**config.mk**
```make
export PLATFORM = sky130hd
export DESIGN_NAME = sysex_seven_bit_packetizer_core
export DESIGN_NICKNAME = d
export VERILOG_FILES = /design/src/hw/rtl/sxpk_pkg.sv /design/src/hw/rtl/sysex_seven_bit_packetizer_core.sv
export SDC_FILE = /design/constraint.sdc
export NUM_CORES = 1
export LEC_CHECK = 0
export BUFFER_PORTS_ARGS = -buffer_cell sky130_fd_sc_hd__buf_2
export CAP_MARGIN = 20
export CORE_MARGIN = 5
export CORE_UTILIZATION = 58
export CTS_BUF_LIST = sky130_fd_sc_hd__clkbuf_8
export DETAILED_ROUTE_END_ITERATION = 8
export PLACE_DENSITY = 0.79
export SETUP_SLACK_MARGIN = 0.3
export SLEW_MARGIN = 10
export SYNTH_ARGS = -nofsm -noshare
export SYNTH_HDL_FRONTEND = slang
export SYNTH_SLANG_ARGS = --single-unit
export TNS_END_PERCENT = 20
```
**constraint.sdc**
```tcl
create_clock -name clock -period 5.75 [get_ports clock]
set_input_delay 0 -clock clock [delete_from_list [all_inputs] [get_ports clock]]
set_output_delay 0 -clock clock [all_outputs]
set_load 0.02 [all_outputs]
```
**src/hw/rtl/sxpk_pkg.sv**
```systemverilog
// Shared types and constants for the seven-bit SysEx packetizer.
`default_nettype none

package sxpk_pkg;

   // One raw payload byte of an outgoing message, or an empty-payload marker.
   typedef struct packed {
      logic [6:0] command;
      logic [7:0] data_byte;
      logic       final_byte;
      logic       no_payload;
   } req_payload_type;

   // One USB-MIDI event packet.
   typedef struct packed {
      logic [7:0] packet_header;
      logic [7:0] packet_byte_a;
      logic [7:0] packet_byte_b;
      logic [7:0] packet_byte_c;
      logic       message_end;
      logic       run_last;
   } rsp_payload_type;

   // Configuration register indexes.
   typedef enum logic [1:0] {
      CSR_CABLE_NUMBER = 2'd0,
      CSR_ID_FIRST     = 2'd1,
      CSR_ID_SECOND    = 2'd2,
      CSR_ID_THIRD     = 2'd3
   } csr_index_type;

   localparam logic [3:0] CABLE_NUMBER_RESET = 4'd0;
   localparam logic [6:0] ID_FIRST_RESET     = 7'd125;
   localparam logic [6:0] ID_SECOND_RESET    = 7'd66;
   localparam logic [6:0] ID_THIRD_RESET     = 7'd77;

   localparam logic [7:0] SYX_START = 8'hF0;
   localparam logic [7:0] SYX_END   = 8'hF7;
   localparam logic [7:0] HIGH_BIT  = 8'h80;
   localparam logic [7:0] LOW_BITS  = 8'h7F;

   // Code index numbers of the packet header.
   localparam logic [3:0] CIN_SYX_CONT   = 4'h4;
   localparam logic [3:0] CIN_SYX_END_1  = 4'h5;
   localparam logic [3:0] CIN_SYX_END_2  = 4'h6;
   localparam logic [3:0] CIN_SYX_END_3  = 4'h7;

endpackage

`default_nettype wire

```
**src/hw/rtl/sysex_seven_bit_packetizer_core.sv**
```systemverilog
// Seven-bit SysEx packetizer: raw message bytes in, USB-MIDI event packets out.
`default_nettype none

// This block turns the raw payload bytes of an outgoing message into USB-MIDI
// SysEx event packets. The first item of a message opens the body with F0, the
// three ID bytes and the command; payload bytes are gathered in groups of up to
// seven and sent as a leading byte of their high bits followed by the bytes with
// bit 7 cleared; the item that carries final_byte or no_payload flushes the open
// group and closes the body with F7. Body bytes are packed three to a packet.
// An item is accepted and fully worked out in the same cycle: its packets are
// loaded into a burst register and the leftover body bytes stay in the pending
// state. Packets appear in the cycle after the item is accepted and leave at one
// packet per cycle while rsp_ready is high. An item that makes k packets (at
// most four) holds the input until the burst register has drained them; the
// register takes the next item in the cycle its last packet is taken.
// Configuration registers are always ready and should only be written while
// no message is in flight.
module sysex_seven_bit_packetizer_core (
   input  wire                        clock,
   input  wire                        reset,
   input  wire                        req_valid,
   output logic                       req_ready,
   input  wire sxpk_pkg::req_payload_type req_payload,
   output logic                       rsp_valid,
   input  wire                        rsp_ready,
   output sxpk_pkg::rsp_payload_type  rsp_payload,
   input  wire                        csr_valid,
   output logic                       csr_ready,
   input  wire sxpk_pkg::csr_index_type   csr_index,
   input  wire  [6:0]                 csr_wdata
);
   import sxpk_pkg::*;

   // Configuration registers.
   logic [3:0] cable_ff;
   logic [6:0] id_first_ff;
   logic [6:0] id_second_ff;
   logic [6:0] id_third_ff;

   // Message state.
   logic       in_msg_ff, in_msg_in;
   logic [2:0] group_fill_ff, group_fill_in;
   logic [7:0] store_ff [7];
   logic [7:0] pend_ff [2];
   logic [7:0] pend_in [2];
   logic [1:0] pend_fill_ff, pend_fill_in;

   // Burst register: up to four packets of three bytes each.
   logic [7:0] burst_ff [12];
   logic [7:0] burst_in [12];
   logic [2:0] pkt_cnt_ff, pkt_cnt_in;
   logic       burst_end_ff, burst_end_in;
   logic [3:0] end_cin_ff, end_cin_in;

   logic       req_fire;
   logic       rsp_fire;

   // Single pass logic.
   logic       is_end;
   logic       flush;
   logic [2:0] eff_fill;
   logic [3:0] grp_cnt;
   logic [3:0] grp_len;
   logic [2:0] pref_len;
   logic [3:0] total_len;
   logic [1:0] full_pkts;
   logic [3:0] rem_wide;
   logic [1:0] rem;
   logic [7:0] pref [12];
   logic [7:0] grp_entry [7];
   logic [7:0] grp_byte [8];
   logic [7:0] lead;
   logic [7:0] sbuf [12];

   assign req_fire  = req_valid && req_ready;
   assign rsp_fire  = rsp_valid && rsp_ready;
   assign rsp_valid = (pkt_cnt_ff != 3'd0);
   // The burst register takes a new item once it is empty or its last packet leaves.
   assign req_ready = (pkt_cnt_ff == 3'd0) || ((pkt_cnt_ff == 3'd1) && rsp_ready);
   assign csr_ready = 1'b1;

   // The item that ends the message: a final byte, or a message with no payload.
   assign is_end   = req_payload.no_payload || req_payload.final_byte;
   // A new message starts with an empty group.
   assign eff_fill = in_msg_ff ? group_fill_ff : 3'd0;
   assign grp_cnt  = {1'b0, eff_fill} + {3'd0, !req_payload.no_payload};
   assign flush    = is_end || (grp_cnt == 4'd7);
   assign grp_len  = (flush && (grp_cnt != 4'd0)) ? 4'(grp_cnt + 4'd1) : 4'd0;
   assign pref_len = in_msg_ff ? {1'b0, pend_fill_ff} : 3'd5;
   assign total_len = 4'({1'b0, pref_len} + grp_len + {3'd0, is_end});

   // Group entries as they stand after this item's byte is added.
   always_comb begin
      lead = 8'd0;
      for (int k = 0; k < 7; k++) begin
         if (!req_payload.no_payload && (eff_fill == 3'(k))) begin
            grp_entry[k] = req_payload.data_byte;
         end else begin
            grp_entry[k] = store_ff[k];
         end
         if ((4'(k) < grp_cnt) && ((grp_entry[k] & HIGH_BIT) != 8'd0)) begin
            lead[k] = 1'b1;
         end
         grp_byte[k + 1] = grp_entry[k] & LOW_BITS;
      end
      grp_byte[0] = lead;
   end

   // Bytes that precede the group: the message header, or the pending bytes.
   always_comb begin
      for (int i = 0; i < 12; i++) begin
         pref[i] = 8'd0;
      end
      if (in_msg_ff) begin
         pref[0] = pend_ff[0];
         pref[1] = pend_ff[1];
      end else begin
         pref[0] = SYX_START;
         pref[1] = {1'b0, id_first_ff};
         pref[2] = {1'b0, id_second_ff};
         pref[3] = {1'b0, id_third_ff};
         pref[4] = {1'b0, req_payload.command};
      end
   end

   // Body stream of this item: prefix, then the flushed group, then F7.
   always_comb begin
      logic [3:0] pos;
      logic [3:0] gpos;
      for (int i = 0; i < 12; i++) begin
         pos  = 4'(i);
         gpos = 4'(pos - {1'b0, pref_len});
         if (pos < {1'b0, pref_len}) begin
            sbuf[i] = pref[i];
         end else if (gpos < grp_len) begin
            sbuf[i] = grp_byte[gpos[2:0]];
         end else if (is_end && (gpos == grp_len)) begin
            sbuf[i] = SYX_END;
         end else begin
            sbuf[i] = 8'd0;
         end
      end
   end

   // Full packets in the stream; the stream is never longer than eleven bytes.
   always_comb begin
      case (total_len)
         4'd0, 4'd1, 4'd2:   full_pkts = 2'd0;
         4'd3, 4'd4, 4'd5:   full_pkts = 2'd1;
         4'd6, 4'd7, 4'd8:   full_pkts = 2'd2;
         default:            full_pkts = 2'd3;
      endcase
      rem_wide = 4'(total_len - 4'(3 * full_pkts));
      rem      = rem_wide[1:0];
   end

   // Next state of the message and the burst to send.
   always_comb begin
      in_msg_in     = in_msg_ff;
      group_fill_in = group_fill_ff;
      pend_fill_in  = pend_fill_ff;
      pend_in[0]    = pend_ff[0];
      pend_in[1]    = pend_ff[1];
      pkt_cnt_in    = pkt_cnt_ff;
      burst_end_in  = burst_end_ff;
      end_cin_in    = end_cin_ff;
      for (int i = 0; i < 12; i++) begin
         burst_in[i] = burst_ff[i];
      end

      // The burst moves up by one packet only when its head packet is taken.
      if (rsp_fire) begin
         pkt_cnt_in = 3'(pkt_cnt_ff - 3'd1);
         for (int i = 0; i < 9; i++) begin
            burst_in[i] = burst_ff[i + 3];
         end
         for (int i = 9; i < 12; i++) begin
            burst_in[i] = 8'd0;
         end
      end

      if (req_fire) begin
         in_msg_in     = !is_end;
         group_fill_in = flush ? 3'd0 : grp_cnt[2:0];
         for (int i = 0; i < 12; i++) begin
            burst_in[i] = sbuf[i];
         end
         burst_end_in = is_end;
         if (is_end) begin
            // The closing packet holds the leftover bytes and F7.
            pend_fill_in = 2'd0;
            pkt_cnt_in   = (rem != 2'd0) ? 3'({1'b0, full_pkts} + 3'd1) : {1'b0, full_pkts};
            case (rem)
               2'd1:    end_cin_in = CIN_SYX_END_1;
               2'd2:    end_cin_in = CIN_SYX_END_2;
               default: end_cin_in = CIN_SYX_END_3;
            endcase
         end else begin
            pend_fill_in = rem;
            pkt_cnt_in   = {1'b0, full_pkts};
            case (full_pkts)
               2'd0: begin
                  pend_in[0] = sbuf[0];
                  pend_in[1] = sbuf[1];
               end
               2'd1: begin
                  pend_in[0] = sbuf[3];
                  pend_in[1] = sbuf[4];
               end
               2'd2: begin
                  pend_in[0] = sbuf[6];
                  pend_in[1] = sbuf[7];
               end
               default: begin
                  pend_in[0] = sbuf[9];
                  pend_in[1] = sbuf[10];
               end
            endcase
         end
      end
   end

   // Control state and configuration.
   always_ff @(posedge clock) begin
      if (reset) begin
         in_msg_ff     <= 1'b0;
         group_fill_ff <= 3'd0;
         pend_fill_ff  <= 2'd0;
         pkt_cnt_ff    <= 3'd0;
         burst_end_ff  <= 1'b0;
         cable_ff      <= CABLE_NUMBER_RESET;
         id_first_ff   <= ID_FIRST_RESET;
         id_second_ff  <= ID_SECOND_RESET;
         id_third_ff   <= ID_THIRD_RESET;
      end else begin
         in_msg_ff     <= in_msg_in;
         group_fill_ff <= group_fill_in;
         pend_fill_ff  <= pend_fill_in;
         pkt_cnt_ff    <= pkt_cnt_in;
         burst_end_ff  <= burst_end_in;
         if (csr_valid && csr_ready) begin
            case (csr_index)
               CSR_CABLE_NUMBER: cable_ff     <= csr_wdata[3:0];
               CSR_ID_FIRST:     id_first_ff  <= csr_wdata;
               CSR_ID_SECOND:    id_second_ff <= csr_wdata;
               CSR_ID_THIRD:     id_third_ff  <= csr_wdata;
               default:          ;
            endcase
         end
      end
   end

   // Payload registers.
   always_ff @(posedge clock) begin
      end_cin_ff <= end_cin_in;
      pend_ff[0] <= pend_in[0];
      pend_ff[1] <= pend_in[1];
      for (int i = 0; i < 12; i++) begin
         burst_ff[i] <= burst_in[i];
      end
      if (req_fire && !req_payload.no_payload) begin
         store_ff[eff_fill] <= req_payload.data_byte;
      end
   end

   // The packet at the head of the burst register.
   always_comb begin
      rsp_payload.run_last      = (pkt_cnt_ff == 3'd1);
      rsp_payload.message_end   = (pkt_cnt_ff == 3'd1) && burst_end_ff;
      rsp_payload.packet_header = {cable_ff,
                                   rsp_payload.message_end ? end_cin_ff : CIN_SYX_CONT};
      rsp_payload.packet_byte_a = burst_ff[0];
      rsp_payload.packet_byte_b = burst_ff[1];
      rsp_payload.packet_byte_c = burst_ff[2];
   end

   // A new item only lands in the burst register as its last packet leaves.
   assert property (@(posedge clock) disable iff (reset)
      (req_fire && rsp_valid) |-> (rsp_ready && rsp_payload.run_last))
      else $error("item accepted over an undelivered burst");

   // The closing packet is always the last one of its item.
   assert property (@(posedge clock) disable iff (reset)
      (rsp_valid && rsp_payload.message_end) |-> rsp_payload.run_last)
      else $error("message end packet is not the last of its burst");

   // Ending a message leaves no group, no pending bytes and no open message.
   assert property (@(posedge clock) disable iff (reset)
      (req_fire && (req_payload.final_byte || req_payload.no_payload)) |=>
      (!in_msg_ff && (group_fill_ff == 3'd0) && (pend_fill_ff == 2'd0)))
      else $error("message state not cleared after its end");

   // A full group is always flushed in the same pass, and the burst never holds more than four packets.
   assert property (@(posedge clock) disable iff (reset)
      (group_fill_ff != 3'd7) && (pkt_cnt_ff <= 3'd4))
      else $error("group fill or burst count out of range");

endmodule

`default_nettype wire
```
=== After elaboration in Yosys (flattened, before gate mapping) ===
Memories as Yosys holds them, arrays and structs flattened.
Index checks and enable logic that the tools add are counted.

* $add $sub $neg: 19
* $mul: 1
* $lt $le $gt $ge: 42
* Equal/unequal tests: 27
* Muxes and demuxes: 105
* Bitwise operators: 12
* Reductions and logical operators: 50

{| class="wikitable"
|+ Operator list
! kind !! count
|-
| 8-bit 2-to-1 mux || 66
|-
| 8-bit binary-select mux with 3-bit select || 12
|-
| 96-bit 2-to-1 mux || 2
|-
| 4-bit == test || 12
|-
| 4-bit greater-or-equal comparator (second input constant) || 12
|-
| 4-bit less-than comparator || 12
|-
| 16-bit 2-to-1 mux || 3
|-
| 3-bit NOT with 4-bit output || 12
|-
| 16-bit case mux with 3 select lines || 1
|-
| 1-bit logical AND || 32
|-
| 23-bit 2-to-1 mux || 1
|-
| 3-bit 2-to-1 mux || 7
|-
| 4-bit by 3-bit less-than comparator with 1-bit output (first input constant) || 4
|-
| 3-bit by 3-bit subtractor with 4-bit output (first input constant) || 4
|-
| 4-bit by 3-bit subtractor with 4-bit output (first input constant) || 4
|-
| 3-bit by 4-bit less-than comparator with 1-bit output (first input constant) || 3
|-
| 2-bit AND reduction || 5
|-
| 3-bit == test (second input constant) || 3
|-
| 3-bit less-than comparator (first input constant) || 3
|-
| 1-bit 2-to-1 mux || 9
|-
| 2-bit == test (second input constant) || 4
|-
| 1-bit by 4-bit less-than comparator with 1-bit output (first input constant) || 2
|-
| 2-bit by 4-bit less-than comparator with 1-bit output (first input constant) || 2
|-
| 4-bit 2-to-1 mux || 2
|-
| other kinds (25) || 39
|}

* Flip-flop bits (word level): 39
* Bits in writable memories: 168
* Memory bits (read-only): 32
* Bits of input ports: 31
* Output and inout bits: 37
* Logic and storage cells: 270
* Memories: 4

{| class="wikitable"
|+ Memory list
! memory !! depth !! width !! rd ports !! clocked after memory_dff !! write ports !! RTL line !! text
|-
| burst_ff || 12 || 8 || 12 || 0 || 12 || sysex_seven_bit_packetizer_core.sv:49 || <nowiki>logic [7:0] burst_ff [12];</nowiki>
|-
| store_ff || 7 || 8 || 7 || 0 || 1 || sysex_seven_bit_packetizer_core.sv:43 || <nowiki>logic [7:0] store_ff [7];</nowiki>
|-
| (no name shown) || 16 || 2 || 1 || 0 || 0 || sysex_seven_bit_packetizer_core.sv:147 || <nowiki>case (total_len)</nowiki>
|-
| pend_ff || 2 || 8 || 2 || 0 || 2 || sysex_seven_bit_packetizer_core.sv:44 || <nowiki>logic [7:0] pend_ff [2];</nowiki>
|}

=== Longest topological paths before layout ===
Gate-level depths: netlist (run 1).
An unclocked memory read counts as a cell.

* Depth in word-level cells: 15
* Depth in mapped cells: 32

=== Worst setup path after synthesis (run 1) ===
No wires, ideal clock.

* Path kind: reg-to-reg
* Start point: reg in_msg_ff
* End point: reg pkt_cnt_ff[0]
* Library setup time: 79 ps
* Arrival time: 6230 ps
* Required time: 5671 ps
* Setup slack: -559 ps
* Stages on the path, launching flop included: 30
* Buffers on the path: 7
* Cell sequence: dfxtp_1 buf_2 buf_2 buf_2 clkbuf_1 clkbuf_1 buf_1 and2_1 ha_1 clkbuf_1 xnor2_1 inv_1 ha_1 o21ai_0 o21a_1 nand2b_1 ha_1 o21bai_1 and3_1 nor2_1 o21ai_0 nand2_1 ha_1 xor2_1 nand2b_1 or3_1 o211ai_1 a21oi_1 a2111o_1 o211ai_1

* Word-level cells in the longest chain between the ends: 15
* Elaborated cells between the ends (all ways): 19
* Those cells by class: add/sub: 6; mul: 1; eq/ne: 1; mux: 6; reduce/logical: 4; memory: 1

{| class="wikitable"
|+ RTL lines
! item !! RTL line !! text
|-
| from (decl) || sysex_seven_bit_packetizer_core.sv:41 || <nowiki>logic in_msg_ff, in_msg_in;</nowiki>
|-
| from (signal assigned) || sysex_seven_bit_packetizer_core.sv:236 || <nowiki>in_msg_ff <= in_msg_in;</nowiki>
|-
| parallel branches: the longest is 6 deep, another holds 3-bit by 1-bit adder with 4-bit output || n/a ||
|-
| 3-bit by 4-bit adder with 4-bit output (*) || sysex_seven_bit_packetizer_core.sv:90 || <nowiki>assign total_len = 4'({1'b0, pref_len} + grp_len + {3'd0, is_end});</nowiki>
|-
| 4-bit by 1-bit adder with 4-bit output (*) || sysex_seven_bit_packetizer_core.sv:90 ||
|-
| memory read 16 x 2 bit || n/a ||
|-
| 1-bit by 2-bit multiplier with 2-bit output || sysex_seven_bit_packetizer_core.sv:153 || <nowiki>rem_wide = 4'(total_len - 4'(3 * full_pkts));</nowiki>
|-
| 2-bit subtractor || sysex_seven_bit_packetizer_core.sv:153 ||
|-
| 2-bit nonzero test || sysex_seven_bit_packetizer_core.sv:192 || <nowiki>pkt_cnt_in = (rem != 2'd0) ? 3'({1'b0, full_pkts} + 3'd1) : {1'b0, full_pkts};</nowiki>
|-
| 3-bit 2-to-1 mux || sysex_seven_bit_packetizer_core.sv:192 ||
|-
| 3-bit 2-to-1 mux (*) || sysex_seven_bit_packetizer_core.sv:189 || <nowiki>if (is_end) begin</nowiki>
|-
| 3-bit 2-to-1 mux (*) || sysex_seven_bit_packetizer_core.sv:182 || <nowiki>if (req_fire) begin</nowiki>
|-
| to (signal assigned) || sysex_seven_bit_packetizer_core.sv:239 || <nowiki>pkt_cnt_ff <= pkt_cnt_in;</nowiki>
|-
| to (decl) || sysex_seven_bit_packetizer_core.sv:51 || <nowiki>logic [2:0] pkt_cnt_ff, pkt_cnt_in;</nowiki>
|}

Mark *: on every way between the ends.
A chain may end at the register's enable or synchronous reset.

=== Worst setup path in the final report (run 1) ===
Same ends and word-level chain as after synthesis.

==> metrics.yaml, run 1 <==
crit_cells: 23
row_count: 55
core_area_um2: 22570
critPathMaxFanout: 9
skew_ns: 0.01744
rsz0062_at_grt: "false"
whs_endpoint: "id_second_ff[1]"
setup_viol: 0
r2r-start: "in_msg_ff"
placed_area_um2: 13630
ys_seq_area_share_pct: 43.88
portBuffers: 64
grt_max_degree: 65
end_kind: "flip-flop"
htreeDepth: 2
min_period_ns: 5.051
layout-drive-gt1-share_pct: 13.71
grt_use_total_pct: 32.86
ant_nets: 0
syn_area_per_cell_um2: 9.637
clock-sinks: 205
r2r_slack_ns: 0.70
ir_drop_mv: 0.2235
critical_path.top_delay_family: "compound AO/OA/AOI/OAI gates"
hold_depth: 5
cp_cell_sequence: "and2_1 > ha_1 > xnor2_2 > inv_1 > ha_1 > o21ai_0 > o21a_1 > nand2_1 > ha_4 > a21oi_1 > o21bai_1 > and3_1 > nor2_1 > o21ai_1 > nand2_2 > ha_4 > xor2_2 > nand2b_1 > or3_1 > o211ai_1 > a21oi_1 > a2111o_1 > o211ai_1"
tritoncts: "built"
detail_route.first_pass.iterations: 6
post-place-ws_ns: 0.7813
power_mw: 5.921
yosysTopAreaCell: "edfxtp_1"
worstPathRequired_ns: 6.19
wl_per_cell_um: 25.25
io_pins: 68
worst_ep_arrival_time_ns: 5.50
grt_pass1_vias: 10872
synth_top_area_share_pct: 38.58
yosysMostFrequentCell: "edfxtp_1"
grt_overflow: 0
worst_pin_slew_ns: 1.090
final_nets: 1516
drv_cap: 0
drc: 0
antenna_found_initial: 0
totalNegativeSetupSlack_ns: 0
synth_area_um2: 13230
finalCritPeriodShare_pct: 87.84
initial_utilization_pct: 58.62
status: "finished, final reports clean"
hp-start: "csr_valid"
clkLatencyLatePin_ns: 0.53
start_kind: "flip-flop"
grt_pass1_wl_um: 65730
cts_setup_buffers: 0
fmax_mhz: 198.0
routed_via_density: 6.700
r2r_end: "pkt_cnt_ff[0]"
fin_ws_ns: 0.6993
yosys_register_bits: 205
cts_buffers: 37
path_buf_inv: 1
gp_congestion: 1.023
slew-limit-headroom_pct: 26.31
synth_cell_types: 91
power_density_nw_per_um2: 403.8
critical-path-max-stage-delay_ns: 0.38
die_w_um: 161.0
synth.top_cells.by_count: "edfxtp_1 (170), nand2_1 (158), nor2_1 (135)"
diodes: 0
clk_transition_reported_paths_ns: 0.06
vias: 11685
areaGrowthSynthToFinish_pct: 10.81
synthArstFlopShare_pct: 0
clockBufferDepth: 3
synth_ff_type: "edfxtp_1"
die_height_um: 161.0
routed_wirelength_um: 44040
p_leak_nw: 5.606
dieArea_um2: 25930
hold_viol: 0
cts_root_buffer: "clkbuf_8"
synthCells: 1373
hpwl_um: 32730
slowest_stage: "ha_4"
yosysWarningCount: 0
min_path_type: "in -> reg"
drtIter0Drc: 1586
path_class: "reg -> reg"
synth.top_cells.by_area: "edfxtp_1 (39%), dfxtp_1 (5.3%), ha_1 (4.7%)"
design_area_um2: 14660
synth-edff-count: 170
slew_violations: 0
r2r_cells: 23
==> power breakdown <==
group / internal [mW] / switching [mW] / total, mW
combinational: 0.710 / 1.52 / 2.23
clock: 0.777 / 0.604 / 1.38
sequential: 2.20 / 0.115 / 2.31
==> registers in the layout (all words and copies together) (netlist names), 4 cells and up <==
register      cells
id_second_ff      7
id_third_ff       7
burst_ff         96
cable_ff          4
pend_ff          16
id_first_ff       7
store_ff         56
==> cell type report <==
| cell class | count | area [um^2] |
|---|---|---|
| Fill cell | 1846 | 7910 |
| Multi-Input combinational cell | 1018 | 6761 |
| Sequential cell | 205 | 5807 |
| Timing Repair Buffer | 118 | 798.3 |
| Clock buffer | 40 | 550.5 |
| Tap cell | 285 | 356.6 |
| Inverter | 53 | 200.2 |
| Clock inverter | 25 | 187.7 |
==> metrics by stage <==
step / utilization [%] / std cells / hold slack (ns)
after floorplan: - / 1376 / 0.09887
after global placement: 60.39 / 1650 / 0.2574
after detailed placement: 60.39 / 1650 / 0.2716
after CTS: 64.94 / 1744 / 0.01273
after global routing: 64.96 / 1744 / 0.03081
final: 64.96 / 1744 / 0.02832
==> worst max-delay path by stage <==
stage                   startpoint       endpoint  slack, ns
finish                   in_msg_ff  pkt_cnt_ff[0]       0.70
global route             in_msg_ff  pkt_cnt_ff[0]       0.35
detailed placement  req_payload[0]  pend_ff[0][1]       0.78
global placement         in_msg_ff  pend_ff[0][1]       0.98
CTS                      in_msg_ff  pend_ff[0][1]       0.75
floorplan                in_msg_ff  pkt_cnt_ff[0]       0.30
==> timing repair <==
action                     4_1_cts  5_1_grt
hold endpoints to repair        94        0
hold buffers                    29        0
gates resized for setup          0        1
setup endpoints to repair        0        1
==> kinds of logic (layout without fill, tap and decap cells) <==
logic type,count (synthesis),in the layout,synth area share [%]
buffers and inverters,153,236,5.570
other,2,5,0.05676
adders and majority gates,53,53,5.106
xor gates and xnor gates,5,5,0.3310
muxes,63,63,5.579
AOI/OAI and AO/OA,423,423,22.17
and+or+nand+nor,469,469,17.31
DFF,205,205,43.88
==> routing by layer <==
metal | vias up | global-route usage (%) | wire (um)
met3 | 142 | 6.966 | 4582
met2 | 719 | 51.25 | 19530
met1 | 5549 | 44.20 | 17430
met5 | - | 0 | 0
li1 | 5275 | - | -
met4 | 0 | 15.39 | 2491
==> worst register-to-register path, delay by kind of cell (launching register included) <==
kind | cells | cell delay (ns)
fa+ha+maj | 4 | 1.10
flops | 1 | 0.31
buf+inv | 1 | 0.07
xor+xnor | 2 | 0.44
compound gates | 9 | 1.72
simple gates | 7 | 1.31
==> placed cells by master, fill, tap and decap left out, types with 13 or more instances in the layout <==
cell	n
edfxtp_1	170
nand2_1	156
nor2_1	135
a21oi_1	97
o21ai_0	73
buf_2	64
inv_1	58
ha_1	48
mux2i_1	40
clkbuf_8	40
dfxtp_1	34
dlygate4sd3_1	29
a22o_1	27
buf_4	25
a221oi_1	20
nor3_1	20
o21a_1	19
nand3b_1	18
and2_1	17
nand3_1	17
mux2_2	16
nor2b_1	15
nand2b_1	14
and3_1	14
a31oi_1	13
a21o_1	13
a211o_1	13
Note: power is estimated with default switching activity, not from simulation.
==> run 2, diff against run 1 <==
--- a/config.mk
+++ b/config.mk
@@ -9,3 +9,2 @@
 export CAP_MARGIN = 20
-export CORE_MARGIN = 5
 export CORE_UTILIZATION = 58
@@ -13,2 +12,3 @@
 export DETAILED_ROUTE_END_ITERATION = 8
+export HOLD_SLACK_MARGIN = 0.08
 export PLACE_DENSITY = 0.79
==> constraint.sdc (replaced) <==
create_clock -name clock -period 5.75 [get_ports clock]
set_input_delay 0.2875 -clock clock [delete_from_list [all_inputs] [get_ports clock]]
set_output_delay 0.2875 -clock clock [all_outputs]
set_load 0.02 [all_outputs]
==> metrics.yaml, run 2 (synthesis results as in run 1) <==
status: "finished, final reports clean"
clockBufferDepth: 3
die_height_um: 153.0
finalCritPeriodShare_pct: 87.83
vias: 11692
grt_pass1_vias: 10752
cts_setup_buffers: 0
portBuffers: 64
cts_root_buffer: "clkbuf_8"
layout_common_cells: "edfxtp_1 (170), nand2_1 (155), nor2_1 (134), a21oi_1 (97), o21ai_0 (73)"
worst_ep_arrival_time_ns: 5.41
detail_route.first_pass.iterations: 7
drv_cap: 0
min_path_type: "in -> reg"
routed_wirelength_um: 44220
place_inst: 1644
slew_violations: 0
hpwl_um: 32970
tritoncts: "built"
reg_top3: "burst_ff: 96 flops, store_ff: 56 flops, pend_ff: 16 flops"
drc: 0
totalNegativeSetupSlack_ns: 0
htreeDepth: 2
clkLatencyLatePin_ns: 0.56
final_nets: 1496
wl_per_cell_um: 25.71
initial_utilization_pct: 59.89
routed_via_density: 6.798
clock-sinks: 205
layout-drive-gt1-share_pct: 14.45
die_w_um: 153.0
grt_pass1_wl_um: 65560
finalNonFillerCells: 1720
start_kind: "flip-flop"
areaGrowthSynthToFinish_pct: 9.513
critPathMaxFanout: 27
rsz0062_at_grt: "false"
fillerInstances: 1776
p_leak_nw: 5.535
setup_viol: 0
final_common_cell: "edfxtp_1"
end_kind: "flip-flop"
hold_depth: 1
holdWs_ns: 0.1274
cts_buffers: 37
grt_overflow: 0
ir_drop_mv: 0.2777
dieArea_um2: 23420
fmax_mhz: 198.0
grt_use_total_pct: 37.50
r2r_cells: 20
largest-register: "burst_ff"
min_period_ns: 5.050
worst_pin_slew_ns: 1.068
core_area_um2: 22090
skew_ns: 0.03121
worstPathRequired_ns: 6.11
clk_transition_reported_paths_ns: 0.06
drtIter0Drc: 1640
io_pins: 68
hold_viol: 0
antenna_found_initial: 2
ant_nets: 0
grt_max_degree: 62
gp_congestion: 1.044
slew-limit-headroom_pct: 28.06
row_count: 54
largest_reg_flops: 96
power_density_nw_per_um2: 414.8
path_class: "reg -> reg"
==> run 2: per-stage QoR <==
step	total power, mW	util, %	worst slack, ns	instance area, um^2
2_1_floorplan	3.912	-	0.3025	13310
3_3_place_gp	4.471	61.60	0.6945	13610
3_5_place_dp	4.515	61.62	0.4680	13610
4_1_cts	5.950	65.42	0.4403	14450
5_1_grt	6.257	65.57	0.3438	14490
6_report	6.011	65.59	0.6999	14490
==> run 2: layer usage <==
layer,track usage (%),wire (um),vias to the layer above
li1,-,-,5240
met1,50.11,17230,5530
met2,58.64,19830,772
met3,6.294,4682,146
met4,19.87,2448,4
met5,0,28,-
==> run 2: critical path: stages, from the launching register on <==
cell and delay, ns:
dfxtp_1 0.30, buf_4 0.24, and2_1 0.19, ha_2 0.28, xnor2_2 0.17, inv_1 0.07
ha_1 0.23, o21ai_0 0.14, o21a_2 0.27, nand2b_2 0.19, ha_1 0.39, o21bai_1 0.27
a21oi_1 0.07, nor2_1 0.29, nor2_1 0.16, inv_1 0.22, ha_1 0.32, nor2b_1 0.23
nor2b_2 0.37, a21bo_2 0.26, a32oi_1 0.19
==> run 2: layout make-up <==
class | count | area, um^2 | share of cell area (%)
timing repair buffer | 98 | 590.6 | 4.076
tap | 280 | 350.3 | 2.418
inverter | 53 | 200.2 | 1.382
clock inverter | 26 | 222.7 | 1.537
multi-input combinational | 1018 | 6780 | 46.79
clock buffer | 39 | 536.8 | 3.704
sequential | 205 | 5807 | 40.07
antenna | 1 | 2.502 | 0.01727
==> run 2: repair_timing <==
action / 4_1_cts / 5_1_grt
hold endpoints to repair: 26 / 0
setup endpoints to repair: 0 / 14
hold buffers: 8 / 0
resized for setup: 0 / 8
==> run 2: power breakdown <==
group / switching (mW) / internal (mW) / total [mW] / leakage [nW]
sequential: 0.122 / 2.20 / 2.32 / 1.92
clock: 0.625 / 0.813 / 1.44 / 0.433
combinational: 1.55 / 0.701 / 2.25 / 3.18
total: 2.30 / 3.71 / 6.01 / 5.54
==> run 2: worst paths after layout <==
check,from,endpoint,slack [ns]
worst min-delay path,req_payload[9],store_ff[5][7],0.13
worst max-delay path,group_fill_ff[0],pend_ff[0][1],0.70
worst min register to register,id_third_ff[5],id_third_ff[5],0.47
worst max register to register,group_fill_ff[0],pend_ff[0][1],0.70
==> run 3, diff against run 2 <==
- CORE_UTILIZATION: 58 -> 68
- PLACE_DENSITY: 0.79 -> 0.87
- clock period: 5.75 -> 6.5 ns (I/O delays scaled with it)
==> metrics.yaml, run 3 (synthesis results as in run 1) <==
critPathMaxFanout: 27
hpwl_um: 32710
finalCritPeriodShare_pct: 88.08
start_kind: "flip-flop"
ant_nets: 0
drtIter0Drc: 1812
hold_depth: 3
wl_per_cell_um: 26.60
grt_use_total_pct: 46.01
worst_ep_arrival_time_ns: 6.21
clock-sinks: 205
power_density_nw_per_um2: 364.3
min_path_type: "in -> reg"
layout_common_cells: "edfxtp_1 (170), nand2_1 (157), nor2_1 (135), a21oi_1 (97), o21ai_0 (75)"
layout-drive-gt1-share_pct: 13.47
grt_overflow: 0
slew_violations: 0
pwr-share-clk_pct: 22.7
areaGrowthSynthToFinish_pct: 8.123
reg_top3: "burst_ff: 96 flops, store_ff: 56 flops, pend_ff: 16 flops"
drv_cap: 0
rsz0062_at_grt: "false"
whs_endpoint: "id_third_ff[0]"
initial_utilization_pct: 70.03
cp-startpoint: "group_fill_ff[0]"
worst_pin_slew_ns: 1.261
power.switching_mw: 2.031
largest-register: "burst_ff"
final_nets: 1492
p_leak_nw: 5.462
setup_viol: 0
fmax_mhz: 174.7
hold_viol: 0
switching_share_pct: 38.98
portBuffers: 64
hp-start: "csr_wdata[0]"
cts_root_buffer: "clkbuf_8"
largest_reg_flops: 96
dieArea_um2: 20020
diodes: 0
die_height_um: 141.5
core_area_um2: 18890
routed_via_density: 7.090
htreeDepth: 2
grt_pass1_vias: 11289
slew-limit-headroom_pct: 15.03
holdWs_ns: 0.09290
path_class: "reg -> reg"
power_mw: 5.212
clockBufferDepth: 3
final_common_cell: "edfxtp_1"
cts_buffers: 36
r2r-start: "group_fill_ff[0]"
ir_drop_mv: 0.2219
skew_ns: 0.05446
routed_wirelength_um: 45030
clk_transition_reported_paths_ns: 0.07
detail_route.first_pass.iterations: 9
io_pins: 68
r2r_slack_ns: 0.77
end_kind: "flip-flop"
p_int_mw: 3.181
r2r_cells: 22
drc: 2
clkLatencyLatePin_ns: 0.57
grt_pass1_wl_um: 67680
combinationalPowerShare_pct: 37.8
worstPathRequired_ns: 6.99
vias: 12004
status: "finished with violations"
seq_power_share_pct: 39.5
grt_max_degree: 69
r2r_end: "pkt_cnt_ff[0]"
tritoncts: "built"
antenna_found_initial: 0
die_w_um: 141.5
totalNegativeSetupSlack_ns: 0
row_count: 50
min_period_ns: 5.725
gp_congestion: 1.023
failed_checks: "DRC"
cts_setup_buffers: 0
==> run 3: worst max-delay path by stage <==
stage / to / slack (ns)
after floorplan: pkt_cnt_ff[0] / 0.33
after global placement: pkt_cnt_ff[0] / 1.04
after detailed placement: pkt_cnt_ff[0] / 0.74
after CTS: pkt_cnt_ff[0] / 0.72
after global routing: pkt_cnt_ff[0] / 0.31
final: pkt_cnt_ff[0] / 0.77
==> run 3: per-layer routing <==
| layer | up-vias | share of wire (%) | GRT usage [%] |
|---|---|---|---|
| met5 | - | 0.15 | 2.757 |
| met4 | 2 | 6.3 | 25.41 |
| met3 | 206 | 12 | 10.70 |
| met2 | 956 | 46 | 73.87 |
| met1 | 5624 | 35 | 57.53 |
| li1 | 5216 | - | - |
==> run 3: metrics by stage <==
step | utilization [%] | std cells | area [um^2] | setup slack, ns
finish | 75.72 | 1693 | 14310 | 0.7748
global route | 75.72 | 1693 | 14310 | 0.3056
CTS | 75.72 | 1693 | 14310 | 0.7178
detailed placement | 71.72 | 1625 | 13550 | 0.7370
global placement | 71.72 | 1625 | 13550 | 1.038
floorplan | - | 1376 | 13240 | 0.3293
==> run 3: worst max-delay path, cell delays in order, from the launching register on <==
cell and delay (ns):
dfxtp_2 0.57, and2_1 0.22, ha_1 0.32, xnor2_1 0.26, inv_1 0.09, ha_1 0.23
o21ai_0 0.15, o21a_1 0.28, nand2b_1 0.31, ha_1 0.45, o21bai_1 0.25, and3_1 0.20
nor2_1 0.06, o21ai_0 0.35, nand2_1 0.23, ha_1 0.25, xor2_1 0.29, nand2b_1 0.15
or3_1 0.32, o211ai_1 0.16, a21oi_1 0.09, a2111o_1 0.36, o211ai_1 0.10
==> run 3: timing repair <==
action	CTS	global route
endpoints found under the setup margin	0	9
resized for setup	0	1
endpoints found under the hold margin	18	0
hold buffers	6	0
==> run 3: area by class of cell <==
class / count / area [um^2]
Tap cell: 260 / 325.3
Sequential cell: 205 / 5808
Clock inverter: 24 / 172.7
Timing Repair Buffer: 95 / 568.0
Inverter: 53 / 200.2
Clock buffer: 38 / 523.0
Fill cell: 1303 / 4587
Multi-Input combinational cell: 1018 / 6709
==> run 3: power groups by stage <==
stage                     combinational [mW]  clock [mW]  sequential, mW
final                                   1.97        1.18            2.06
after global routing                    2.10        1.23            2.09
after CTS                               1.90        1.18            2.05
after detailed placement                1.89           0            2.08
after global placement                  1.84           0            2.06
after floorplan                         1.40           0            2.05
